$ cat config.mk
export PLATFORM = sky130hd
export DESIGN_NAME = i2c_register_transfer_sequencer
export DESIGN_NICKNAME = d
export VERILOG_FILES = /design/src/design/i2c_rts_pkg.sv /design/src/design/i2c_register_transfer_sequencer.sv /design/src/design/i2c_rts_step.sv
export VERILOG_INCLUDE_DIRS = /design/src /design/src/design
export SDC_FILE = /design/constraint.sdc
export NUM_CORES = 1
export LEC_CHECK = 0
export BUFFER_PORTS_ARGS = -buffer_cell sky130_fd_sc_hd__clkbuf_2
export CELL_PAD_IN_SITES_DETAIL_PLACEMENT = 1
export CELL_PAD_IN_SITES_GLOBAL_PLACEMENT = 2
export CORE_MARGIN = 4
export CORE_UTILIZATION = 30
export DETAILED_ROUTE_END_ITERATION = 6
export PLACE_DENSITY = 0.62
export SYNTH_ARGS = -nofsm -noshare
export SYNTH_HDL_FRONTEND = slang
export SYNTH_HIERARCHICAL = 1
export SYNTH_SLANG_ARGS = --single-unit
$ cat constraint.sdc
create_clock -name aclk -period 4.6 [get_ports aclk]
set_input_delay 0.46 -clock aclk [delete_from_list [all_inputs] [get_ports aclk]]
set_output_delay 0.46 -clock aclk [all_outputs]
set_load 0.01 [all_outputs]
$ cat src/design/i2c_register_transfer_sequencer_assert.svh
// ----------------------------------------------------------------------------
// I2C register transfer sequencer assertion macros
// Shared concurrent assertion forms, reset-qualified on an active-low reset.
// ----------------------------------------------------------------------------
`ifndef I2C_REGISTER_TRANSFER_SEQUENCER_ASSERT_SVH
`define I2C_REGISTER_TRANSFER_SEQUENCER_ASSERT_SVH

// The consequent must hold in the same cycle as the antecedent.
`define I2C_RTS_ASSERT_SAME(label, clk, rstn, ante, cons, msg) \
    label: assert property (@(posedge clk) disable iff (!(rstn)) (ante) |-> (cons)) \
        else $error(msg);

// The consequent must hold in the cycle after the antecedent.
`define I2C_RTS_ASSERT_NEXT(label, clk, rstn, ante, cons, msg) \
    label: assert property (@(posedge clk) disable iff (!(rstn)) (ante) |=> (cons)) \
        else $error(msg);

`endif

$ cat src/design/i2c_rts_pkg.sv
// ----------------------------------------------------------------------------
// I2C register transfer sequencer package
// Types, codes and constants shared by the sequencer modules.
// ----------------------------------------------------------------------------
package i2c_rts_pkg;

    localparam int unsigned BYTE_W         = 8;
    localparam int unsigned WORD_W         = 16;
    localparam int unsigned IRQ_W          = 3;
    localparam int unsigned IRQ_TX_EMPTY   = 0;
    localparam int unsigned IRQ_RX_FULL    = 1;
    localparam int unsigned IRQ_ABORT      = 2;
    localparam logic [1:0]  WR_TOTAL_BYTES = 2'd3;
    localparam logic [1:0]  RD_TOTAL_BYTES = 2'd2;

    localparam int unsigned S_TDATA_W = 40;
    localparam int unsigned S_TUSER_W = 2;
    localparam int unsigned M_TDATA_W = 40;

    typedef enum logic [1:0] {
        ACT_WRITE = 2'd0,
        ACT_READ  = 2'd1,
        ACT_EVENT = 2'd2
    } action_t;

    typedef enum logic [1:0] {
        WR_IDLE    = 2'd0,
        WR_SENDING = 2'd1,
        WR_DONE    = 2'd2
    } wr_phase_t;

    typedef enum logic [1:0] {
        RD_IDLE      = 2'd0,
        RD_POINTER   = 2'd1,
        RD_RECEIVING = 2'd2,
        RD_DONE      = 2'd3
    } rd_phase_t;

    typedef struct packed {
        logic [1:0]        action;
        logic [BYTE_W-1:0] reg_pointer;
        logic [WORD_W-1:0] write_value;
        logic              abort_seen;
        logic              tx_empty;
        logic              rx_ready;
        logic [BYTE_W-1:0] rx_byte;
    } item_t;

    typedef struct packed {
        wr_phase_t         wr_phase;
        logic [1:0]        wr_byte_index;
        logic [WORD_W-1:0] wr_word;
        rd_phase_t         rd_phase;
        logic [1:0]        rd_byte_count;
        logic [WORD_W-1:0] rd_word;
        logic              rd_ready;
        logic              error_flag;
        logic [IRQ_W-1:0]  irq_enables;
    } state_t;

    typedef struct packed {
        logic              tx_valid;
        logic [BYTE_W-1:0] tx_byte;
    } push_t;

endpackage

$ cat src/design/i2c_register_transfer_sequencer.sv
// ----------------------------------------------------------------------------
// I2C register transfer sequencer
// Sequences pointer, data and receive bytes of 16-bit device register access.
// ----------------------------------------------------------------------------
// An accepted word passes through the input register and then the result
// register before its result word shows on the master side.
// Throughput: one word per cycle; the input register and the result register
// both advance every cycle when the master side takes its word.
// Reset: synchronous, active low; the sequencer state, both valid flags and
// the interrupt-enable status are restored, the held write word is not.
// ----------------------------------------------------------------------------
module i2c_register_transfer_sequencer (
    input  logic                              aclk,
    input  logic                              aresetn,
    input  logic                              s_tvalid,
    output logic                              s_tready,
    // tdata: reg_pointer[7:0], write_value[23:8], abort_seen[24], tx_empty[25],
    //        rx_ready[26], rx_byte[34:27], zero pad[39:35]
    input  logic [i2c_rts_pkg::S_TDATA_W-1:0] s_tdata,
    // tuser: action[1:0]
    input  logic [i2c_rts_pkg::S_TUSER_W-1:0] s_tuser,
    output logic                              m_tvalid,
    input  logic                              m_tready,
    // tdata: tx_valid[0], tx_byte[8:1], read_value[24:9], read_valid[25],
    //        write_phase[27:26], read_phase[29:28], bus_error[30],
    //        tx_empty_irq_on[31], rx_full_irq_on[32], abort_irq_on[33],
    //        zero pad[39:34]
    output logic [i2c_rts_pkg::M_TDATA_W-1:0] m_tdata
);
    import i2c_rts_pkg::*;

    // Input register stage. It holds one accepted word until the step logic
    // folds it into the sequencer state.
    logic   in_valid_reg;
    logic   in_valid_next;
    item_t  in_item_reg;
    item_t  in_item;

    // Sequencer state, split so that the held write word carries no reset.
    state_t state_reg;
    state_t state_next;
    logic [WORD_W-1:0] wr_word_reg;

    // Result register stage.
    logic   out_valid_reg;
    logic   out_valid_next;
    logic [M_TDATA_W-1:0] out_data_reg;
    logic [M_TDATA_W-1:0] out_data_next;

    state_t cur_state;
    push_t  push;
    logic   advance;

    // The registered word moves into the result register whenever that
    // register is empty or being emptied in the same cycle.
    assign advance  = in_valid_reg && (!out_valid_reg || m_tready);
    assign s_tready = !in_valid_reg || advance;

    assign in_item.action      = s_tuser[1:0];
    assign in_item.reg_pointer = s_tdata[7:0];
    assign in_item.write_value = s_tdata[23:8];
    assign in_item.abort_seen  = s_tdata[24];
    assign in_item.tx_empty    = s_tdata[25];
    assign in_item.rx_ready    = s_tdata[26];
    assign in_item.rx_byte     = s_tdata[34:27];

    always_comb begin
        cur_state         = state_reg;
        cur_state.wr_word = wr_word_reg;
    end

    i2c_rts_step u_step (
        .item (in_item_reg),
        .cur  (cur_state),
        .nxt  (state_next),
        .push (push)
    );

    // The result word reports the push of this item and the state after it.
    assign out_data_next = {
        {(M_TDATA_W - 34){1'b0}},
        state_next.irq_enables[IRQ_ABORT],
        state_next.irq_enables[IRQ_RX_FULL],
        state_next.irq_enables[IRQ_TX_EMPTY],
        state_next.error_flag,
        state_next.rd_phase,
        state_next.wr_phase,
        state_next.rd_ready,
        state_next.rd_word,
        push.tx_byte,
        push.tx_valid
    };

    assign in_valid_next  = (s_tvalid && s_tready) || (in_valid_reg && !advance);
    assign out_valid_next = advance || (out_valid_reg && !m_tready);

    always_ff @(posedge aclk) begin
        if (!aresetn) begin
            in_valid_reg            <= 1'b0;
            out_valid_reg           <= 1'b0;
            state_reg.wr_phase      <= WR_IDLE;
            state_reg.wr_byte_index <= 2'd0;
            state_reg.wr_word       <= '0;
            state_reg.rd_phase      <= RD_IDLE;
            state_reg.rd_byte_count <= 2'd0;
            state_reg.rd_word       <= '0;
            state_reg.rd_ready      <= 1'b0;
            state_reg.error_flag    <= 1'b0;
            state_reg.irq_enables   <= '1;
        end else begin
            in_valid_reg  <= in_valid_next;
            out_valid_reg <= out_valid_next;
            if (advance) begin
                state_reg <= state_next;
            end
        end
    end

    // Payload registers carry no reset.
    always_ff @(posedge aclk) begin
        if (s_tvalid && s_tready) begin
            in_item_reg <= in_item;
        end
        if (advance) begin
            wr_word_reg  <= state_next.wr_word;
            out_data_reg <= out_data_next;
        end
    end

    assign m_tvalid = out_valid_reg;
    assign m_tdata  = out_data_reg;

    `include "i2c_register_transfer_sequencer_assert.svh"

    // The abort flag is sticky until reset.
    `I2C_RTS_ASSERT_NEXT(a_error_sticky, aclk, aresetn, state_reg.error_flag, state_reg.error_flag, "bus error flag cleared without reset")
    // A finished read is always in its done phase.
    `I2C_RTS_ASSERT_SAME(a_ready_done, aclk, aresetn, state_reg.rd_ready, state_reg.rd_phase == RD_DONE, "read ready outside done phase")
    // A finished write has sent all three bytes.
    `I2C_RTS_ASSERT_SAME(a_write_count, aclk, aresetn, state_reg.wr_phase == WR_DONE, state_reg.wr_byte_index == WR_TOTAL_BYTES, "write done before all bytes sent")
    // An empty result register never blocks the input side.
    `I2C_RTS_ASSERT_SAME(a_ready_when_empty, aclk, aresetn, !out_valid_reg, s_tready, "input stalled with empty result register")

endmodule

$ cat src/design/i2c_rts_step.sv
// ----------------------------------------------------------------------------
// I2C register transfer sequencer step logic
// Combinational next-state and transmit-push logic for one item.
// ----------------------------------------------------------------------------
module i2c_rts_step (
    input  i2c_rts_pkg::item_t  item,
    input  i2c_rts_pkg::state_t cur,
    output i2c_rts_pkg::state_t nxt,
    output i2c_rts_pkg::push_t  push
);
    import i2c_rts_pkg::*;

    logic [1:0] wr_idx_inc;
    logic [1:0] rd_cnt_inc;

    assign wr_idx_inc = (cur.wr_byte_index < WR_TOTAL_BYTES) ? cur.wr_byte_index + 2'd1
                                                             : cur.wr_byte_index;
    assign rd_cnt_inc = (cur.rd_byte_count < RD_TOTAL_BYTES) ? cur.rd_byte_count + 2'd1
                                                             : cur.rd_byte_count;

    // Next state.
    always_comb begin
        nxt = cur;
        unique case (item.action)
            ACT_WRITE: begin
                nxt.wr_phase                = WR_SENDING;
                nxt.wr_word                 = item.write_value;
                nxt.wr_byte_index           = 2'd1;
                nxt.irq_enables[IRQ_TX_EMPTY] = 1'b1;
                nxt.irq_enables[IRQ_ABORT]  = 1'b1;
            end
            ACT_READ: begin
                nxt.rd_phase      = RD_POINTER;
                nxt.rd_byte_count = 2'd0;
                nxt.rd_ready      = 1'b0;
                nxt.irq_enables   = '1;
            end
            ACT_EVENT: begin
                if (item.abort_seen) begin
                    nxt.error_flag = 1'b1;
                end else begin
                    if (item.tx_empty) begin
                        if (cur.wr_phase == WR_SENDING) begin
                            nxt.wr_byte_index = wr_idx_inc;
                            if (wr_idx_inc >= WR_TOTAL_BYTES) begin
                                nxt.irq_enables[IRQ_TX_EMPTY] = 1'b0;
                                nxt.wr_phase                  = WR_DONE;
                            end
                        end
                        if (cur.rd_phase == RD_POINTER) begin
                            nxt.rd_phase                  = RD_RECEIVING;
                            nxt.irq_enables[IRQ_TX_EMPTY] = 1'b0;
                        end
                    end
                    if (item.rx_ready) begin
                        nxt.rd_word       = {cur.rd_word[BYTE_W-1:0], item.rx_byte};
                        nxt.rd_byte_count = rd_cnt_inc;
                        if (rd_cnt_inc >= RD_TOTAL_BYTES) begin
                            nxt.irq_enables[IRQ_RX_FULL] = 1'b0;
                            nxt.rd_ready                 = 1'b1;
                            nxt.rd_phase                 = RD_DONE;
                        end
                    end
                end
            end
            default: begin
            end
        endcase
    end

    // Transmit push: pointer on a start item, data bytes on transmit-empty while a write is sending.
    always_comb begin
        push = '0;
        unique case (item.action)
            ACT_WRITE, ACT_READ: begin
                push.tx_valid = 1'b1;
                push.tx_byte  = item.reg_pointer;
            end
            ACT_EVENT: begin
                if (!item.abort_seen && item.tx_empty && cur.wr_phase == WR_SENDING) begin
                    push.tx_valid = 1'b1;
                    push.tx_byte  = (cur.wr_byte_index <= 2'd1) ? cur.wr_word[WORD_W-1:BYTE_W]
                                                                : cur.wr_word[BYTE_W-1:0];
                end
            end
            default: begin
            end
        endcase
    end

endmodule
==> flow_summary.json, run 1 <==
{
  "timing.rr.start": "in_item_reg[36]",
  "max_stage_delay_ns": 0.81,
  "comb_power_share_pct": 5.7,
  "pwr-share-seq_pct": 47.4,
  "first_pass_iters": 4,
  "critPathLaunch": "in_item_reg[36]",
  "largest_register_ffs": 37,
  "post-route-drc-count": 0,
  "insertion_delay_ns": 0.41,
  "start_kind": "register",
  "initial_utilization_pct": 30.94,
  "vias_per_cell": 4.423,
  "min_from": "s_tdata[12]",
  "ant_nets": 0,
  "fin_ws_ns": 2.243,
  "crit_chain": "inv_1 > ha_1 > o21ba_2 > a21oi_1 > o21ai_0 > inv_1 > o311ai_1",
  "timing.final.crit_share_pct": 51.24,
  "setup_tns_ns": 0,
  "internal_power_mw": 2.002,
  "end_kind": "register",
  "finalNetCount": 481,
  "holdPathEnd": "in_item_reg[15]",
  "ios": 88,
  "drive_above_1_share_pct": 33.86,
  "crit_top_cell": "inv_1",
  "fmax_mhz": 424.3,
  "routedWlPerCell_um": 15.49,
  "critPathRequiredTime_ns": 4.91,
  "slowest_stage": "ha_1",
  "synth.distinct_cells": 48,
  "clkPwrFrac_pct": 46.9,
  "wl_um": 10210,
  "report.final.slew_viol_count": 0,
  "dieHeight_um": 136.5,
  "hold_buffers": 0,
  "ys.flop_type": "edfxtp_1",
  "hp-class": "input pin to register",
  "period_minus_slack_ns": 2.357,
  "power_density_nw_per_um2": 428.1,
  "clockBufferDepth": 2,
  "reg2reg_to": "cur_state[0]",
  "cts_tree": "built",
  "fin_skew_ns": 0.005697,
  "post-cts-setup-buffers": 0,
  "arrival_ns": 2.67,
  "cts_buffers": 17,
  "setup_violations": 0,
  "power.leakage_nw": 2.297,
  "drtIter0Drc": 140,
  "synth_area_per_cell_um2": 14.11,
  "gp_congestion": 0.6921,
  "synth_edf_count": 87,
  "outcome": "complete, no violations",
  "overflow": 0,
  "vias": 2915,
  "syn_area_um2": 4951,
  "dieArea_um2": 18620,
  "clk_pin_slew_ns": 0.05,
  "critical_path_class": "register to register",
  "rsz0062_at_grt": "false",
  "grt_pass1_vias": 3271,
  "swShare_pct": 21.86,
  "hold_depth": 1,
  "crit_family": "compound AO/OA/AOI/OAI gates",
  "cts_htree_levels": 4,
  "antenna_found_initial": 0,
  "worst_pin_slew_ns": 1.178,
  "io_buffers": 76,
  "grt_max_degree": 63,
  "async_reset_ff_share_pct": 0,
  "cts_root_buffer": "clkbuf_16",
  "cts_resized": 0,
  "grt_pass1_wl_um": 16700,
  "yosys_warnings": 6,
  "drv_cap": 0,
  "ys_ff_latch": 118,
  "core-area_um2": 16000,
  "place_hpwl_um": 6404,
  "place_ws_ns": 2.142,
  "rows": 46,
  "maxSlewHeadroom_pct": 21.48,
  "p_sw_uw": 560.1,
  "r2r.worst_path.cells": 7,
  "grt_use_total_pct": 11.85,
  "cts.sinks": 118,
  "r2r_slack_ns": 2.24,
  "die_x_um": 136.5,
  "peakVddDrop_mv": 0.2456,
  "path_buf_inv": 2,
  "hold_violations": 0,
  "synthCells": 351,
  "antenna_cells": 0,
  "worstPathMaxFanout": 22,
  "yosysSeqAreaShare_pct": 65.30,
  "area_growth_pct": 20.90
}
[power by group through the flow]
stage                     clock [mW]  combinational (mW)  sequential (mW)
after detailed placement           0               0.149             1.24
after floorplan                    0              0.0975             1.24
final                           1.20               0.145             1.21
after global routing            1.29               0.163             1.22
after global placement             0               0.146             1.24
after CTS                       1.24               0.150             1.22
[Yosys cell counts (2+ instances only)]
master    instances  area [um^2]
buf_6             2        22.52
mux2_4           10        150.1
edfxtp_1         87         2613
dfxtp_1          31        620.6
buf_2             8        40.04
and3b_1           2        17.52
o311ai_1          3        26.28
buf_12            3        60.06
o21a_1            2        15.01
a21oi_1           4        20.02
nor2_1            6        22.52
ha_1              5        62.56
nand3b_1          2        15.01
mux2i_1          35        350.3
inv_1            10        37.54
nand2_1          65        244.0
o21ai_0          14        70.07
nand2b_1          2        12.51
nand3_1           2        10.01
clkbuf_1          3        11.26
nor2b_4           2        27.53
buf_4             6        45.04
mux2_2           22        247.7
[worst reg2reg max path: cells and delay by family, from the launching register on]
| kind | cells | cell delay [ns] |
|---|---|---|
| adder cells (fa/ha/maj) | 1 | 0.81 |
| AO/OA/AOI/OAI | 4 | 0.87 |
| flip-flops | 1 | 0.42 |
| buffers and inverters | 2 | 0.17 |
[per-stage QoR]
stage	cell area [um^2]	power (mW)	utilization, %	hold slack (ns)	instances
after global placement	5450	1.382	34.06	0.4412	627
final	5986	2.562	37.41	0.2265	659
after CTS	5986	2.607	37.41	0.2027	659
after global routing	5986	2.676	37.41	0.2019	659
after detailed placement	5450	1.386	34.06	0.4510	627
after floorplan	4970	1.333	-	0.4313	356
[worst max path at each step]
stage,end,cells after the start
after detailed placement,cur_state[0],7
after floorplan,in_item_reg[0],4
final,cur_state[0],7
after CTS,cur_state[0],7
after global routing,cur_state[0],7
after global placement,cur_state[0],7
[metal layers]
| layer | vias up | track usage, % | share of wire (%) |
|---|---|---|---|
| met4 | 0 | 5.039 | 1.5 |
| li1 | 1411 | - | - |
| met5 | - | 0 | 0 |
| met2 | 67 | 19.19 | 49 |
| met1 | 1425 | 14.48 | 45 |
| met3 | 12 | 3.886 | 4.9 |
[logic make-up (layout without fill, tap and decap cells)]
logic type	after synthesis	count (layout)	synth area share, %
compound gates	31	31	3.968
fa+ha+maj	5	5	1.264
buf+inv	33	120	4.448
flops	118	118	65.30
mux	67	67	15.11
other cells	1	6	0.07574
simple gates	96	96	9.831
[final cells by class]
type                            instances  area, um^2
Timing Repair Buffer                   77       387.9
Fill cell                            1734       10010
Tap cell                              216       270.3
Inverter                               11       41.29
Sequential cell                       118        3233
Multi-Input combinational cell        205        1518
Clock buffer                           21       450.4
Clock inverter                         11       85.08
[cells in the final DEF (no fill, tap or decap), drive strengths merged, types with 2 or more instances in the layout]
master | Yosys | layout
a21o | 2 | 2
a21oi | 4 | 4
and2 | 2 | 2
and3b | 2 | 2
clkbuf | 3 | 97
clkinv | 0 | 8
clkinvlp | 0 | 2
conb | 1 | 6
dfxtp | 31 | 31
edfxtp | 87 | 87
ha | 5 | 5
inv | 11 | 11
mux2 | 32 | 32
mux2i | 35 | 35
nand2 | 66 | 66
nand2b | 2 | 2
nand3 | 2 | 2
nand3b | 2 | 2
nor2 | 7 | 7
nor2b | 3 | 3
o21a | 2 | 2
o21ai | 14 | 14
o311ai | 3 | 3
Note: power is estimated with default switching activity, not from simulation.
==> run 2, diff against run 1 <==
--- a/config.mk
+++ b/config.mk
@@ -6,13 +6,14 @@
 export SDC_FILE = /design/constraint.sdc
 export NUM_CORES = 1
 export LEC_CHECK = 0
+export ABC_AREA = 1
 export BUFFER_PORTS_ARGS = -buffer_cell sky130_fd_sc_hd__clkbuf_2
 export CELL_PAD_IN_SITES_DETAIL_PLACEMENT = 1
 export CELL_PAD_IN_SITES_GLOBAL_PLACEMENT = 2
 export CORE_MARGIN = 4
 export CORE_UTILIZATION = 30
 export DETAILED_ROUTE_END_ITERATION = 6
-export PLACE_DENSITY = 0.62
+export PLACE_DENSITY = 0.7
 export SYNTH_ARGS = -nofsm -noshare
 export SYNTH_HDL_FRONTEND = slang
 export SYNTH_HIERARCHICAL = 1
==> constraint.sdc (replaced) <==
create_clock -name aclk -period 2.1 [get_ports aclk]
set_input_delay 0.21 -clock aclk [delete_from_list [all_inputs] [get_ports aclk]]
set_output_delay 0.21 -clock aclk [all_outputs]
set_load 0.01 [all_outputs]
==> flow_summary.json, run 2 <==
{
  "outcome": "complete, no violations",
  "report.final.slew_viol_count": 0,
  "synth_compound_area_share_pct": 6.806,
  "min_from": "s_tvalid",
  "power.leakage_nw": 2.671,
  "setup_tns_ns": 0,
  "cts_root_buffer": "clkbuf_16",
  "power_density_nw_per_um2": 939.9,
  "wl_um": 12070,
  "fin_ws_ns": 0.2147,
  "grt_pass1_wl_um": 19880,
  "critPathRequiredTime_ns": 2.44,
  "dieArea_um2": 18670,
  "yosys_warnings": 6,
  "dieHeight_um": 136.6,
  "period_minus_slack_ns": 1.885,
  "peakVddDrop_mv": 0.5105,
  "setup_violations": 0,
  "drive_above_1_share_pct": 20.62,
  "synthCells": 486,
  "holdWs_ns": 0.03812,
  "synth_area_per_cell_um2": 10.21,
  "worstPathMaxFanout": 32,
  "critical_path_class": "register to register",
  "overflow": 0,
  "synth.distinct_cells": 24,
  "die_x_um": 136.6,
  "grt_max_degree": 57,
  "insertion_delay_ns": 0.41,
  "initial_utilization_pct": 30.91,
  "grt_use_total_pct": 13.94,
  "syn_area_um2": 4964,
  "io_buffers": 76,
  "worst_pin_slew_ns": 0.7091,
  "end_kind": "register",
  "n_fill_cell": 1797,
  "ys.flop_type": "edfxtp_1",
  "grt_util_met1_pct": 16.38,
  "clk_pin_slew_ns": 0.06,
  "synth_top_area_cell": "edfxtp_1",
  "layout_commonest_cell": "nand2_1",
  "hp-class": "input pin to register",
  "top_usage_layer": "met2",
  "largest_register_ffs": 37,
  "synth_edf_count": 87,
  "yosysSeqAreaShare_pct": 65.14,
  "critPathLaunch": "in_item_reg[35]",
  "vias": 3699,
  "core-area_um2": 16060,
  "synth-xor-area-share_pct": 0,
  "place_hpwl_um": 7842,
  "fin_skew_ns": 0.007280,
  "ys_ff_latch": 118,
  "ant_nets": 0,
  "antenna_found_initial": 0,
  "routedWlPerCell_um": 14.51,
  "rows": 46,
  "drv_cap": 0,
  "timing.rr.start": "in_item_reg[35]",
  "cts_buffers": 17,
  "finalNetCount": 655,
  "ios": 88,
  "reg2reg_to": "cur_state[19]",
  "fmax_mhz": 530.4,
  "cts_htree_levels": 4,
  "area_growth_pct": 30.80,
  "met2_usage_pct": 23.77,
  "cts_tree": "built",
  "place_ws_ns": 0.2178,
  "cts.sinks": 118,
  "synth.mux.area_fraction_pct": 1.412,
  "post-route-drc-count": 0,
  "arrival_ns": 2.23,
  "drtIter0Drc": 189,
  "r2r.worst_path.cells": 9,
  "synth_top_area_share_pct": 52.63,
  "maxSlewHeadroom_pct": 52.72,
  "timing.final.crit_share_pct": 89.78,
  "antenna_cells": 0,
  "synthAdderAreaFrac_pct": 1.260,
  "yosys-top-cells-area": "edfxtp_1 (53%), dfxtp_1 (13%), nand2_1 (7.8%)",
  "synth-simple-area-share_pct": 16.71,
  "synthTopCellsByCount": "nand2_1 (103), edfxtp_1 (87), inv_1 (56)",
  "hold_violations": 0,
  "synth_top_family_by_area": "simple AND/OR/NAND/NOR gates",
  "synthMostInstantiatedCell": "nand2_1",
  "gp_congestion": 0.7075,
  "first_pass_iters": 4,
  "gr-usage-met3_pct": 4.301,
  "grt_pass1_vias": 4039,
  "clockBufferDepth": 2,
  "r2r_slack_ns": 0.21,
  "start_kind": "register",
  "async_reset_ff_share_pct": 0,
  "rsz0062_at_grt": "false",
  "post-cts-setup-buffers": 0,
  "crit_path_end": "cur_state[19]",
  "final_cell_mix": "nand2_1 (102), edfxtp_1 (87), clkbuf_2 (76)",
  "fin_util_pct": 40.43,
  "vias_per_cell": 4.446
}
-- run 2: changes by cell type after synthesis, sizes merged, moves of 3 or more --
cell	previous run	this run
buf	19	24
inv	11	57
o311ai	3	0
clkbuf	3	7
nand2	66	103
nand3	2	49
mux2	32	0
o21ai	14	23
nor2b	3	0
a21oi	4	39
nor2	7	46
mux2i	35	7
-- run 2: power breakdown --
| group | total, mW | switching (mW) | internal, mW |
|---|---|---|---|
| registers | 2.73 | 0.0607 | 2.67 |
| clock network | 2.83 | 1.08 | 1.75 |
| logic | 0.547 | 0.323 | 0.224 |
-- run 2: worst min path at each step --
stage / to / depth (start not counted) / slack [ns]
6_report: in_valid_reg / 3 / 0.04
5_1_grt: in_valid_reg / 3 / 0.04
4_1_cts: in_valid_reg / 3 / 0.02
3_5_place_dp: in_item_reg[16] / 1 / 0.39
3_3_place_gp: in_item_reg[14] / 1 / 0.39
2_1_floorplan: in_item_reg[0] / 0 / 0.31
-- run 2: critical path, stage by stage, from the launching register on --
cell      delay [ns]
edfxtp_1        0.44
inv_1           0.15
ha_1            0.28
nand3_2         0.10
buf_4           0.25
o21ai_0         0.25
inv_1           0.08
nand3_1         0.09
nand2_1         0.06
nor2_1          0.12
-- run 2: per-layer routing --
layer,part of all wire [%],vias to the layer above,routed length (um)
met3,3.9,16,468
met1,45,1792,5399
met4,1.6,0,197
met2,50,53,6005
met5,0,-,0
li1,-,1838,-
-- run 2: repair_timing --
action | CTS | global route
setup endpoints to repair | 0 | 1
hold buffers | 37 | 0
gates resized for setup | 0 | 2
hold endpoints to repair | 37 | 0
-- run 2: area by class of cell --
| cell class | count | area [um^2] | area share, % |
|---|---|---|---|
| sequential | 118 | 3234 | 49.82 |
| tap | 216 | 270.3 | 4.163 |
| clock inverter | 14 | 153.9 | 2.370 |
| multi-input combinational | 284 | 1338 | 20.60 |
| clock buffer | 17 | 425.4 | 6.552 |
| inverter | 58 | 217.7 | 3.353 |
| timing repair buffer | 125 | 853.3 | 13.14 |
-- run 2: kinds of logic (layout without fill, tap and decap cells) --
group | count (synthesis) | after routing
other | 1 | 6
AOI/OAI and AO/OA | 66 | 66
DFF | 118 | 118
muxes | 7 | 7
adders and majority gates | 5 | 5
and+or+nand+nor | 200 | 200
buffers and inverters | 89 | 214
-- run 2: per-stage QoR --
step	cells	power [mW]	cell area, um^2
final	832	6.102	6492
after CTS	832	6.187	6480
after global placement	764	3.248	5530
after floorplan	491	3.095	4982
after detailed placement	764	3.273	5530
after global routing	832	6.391	6492
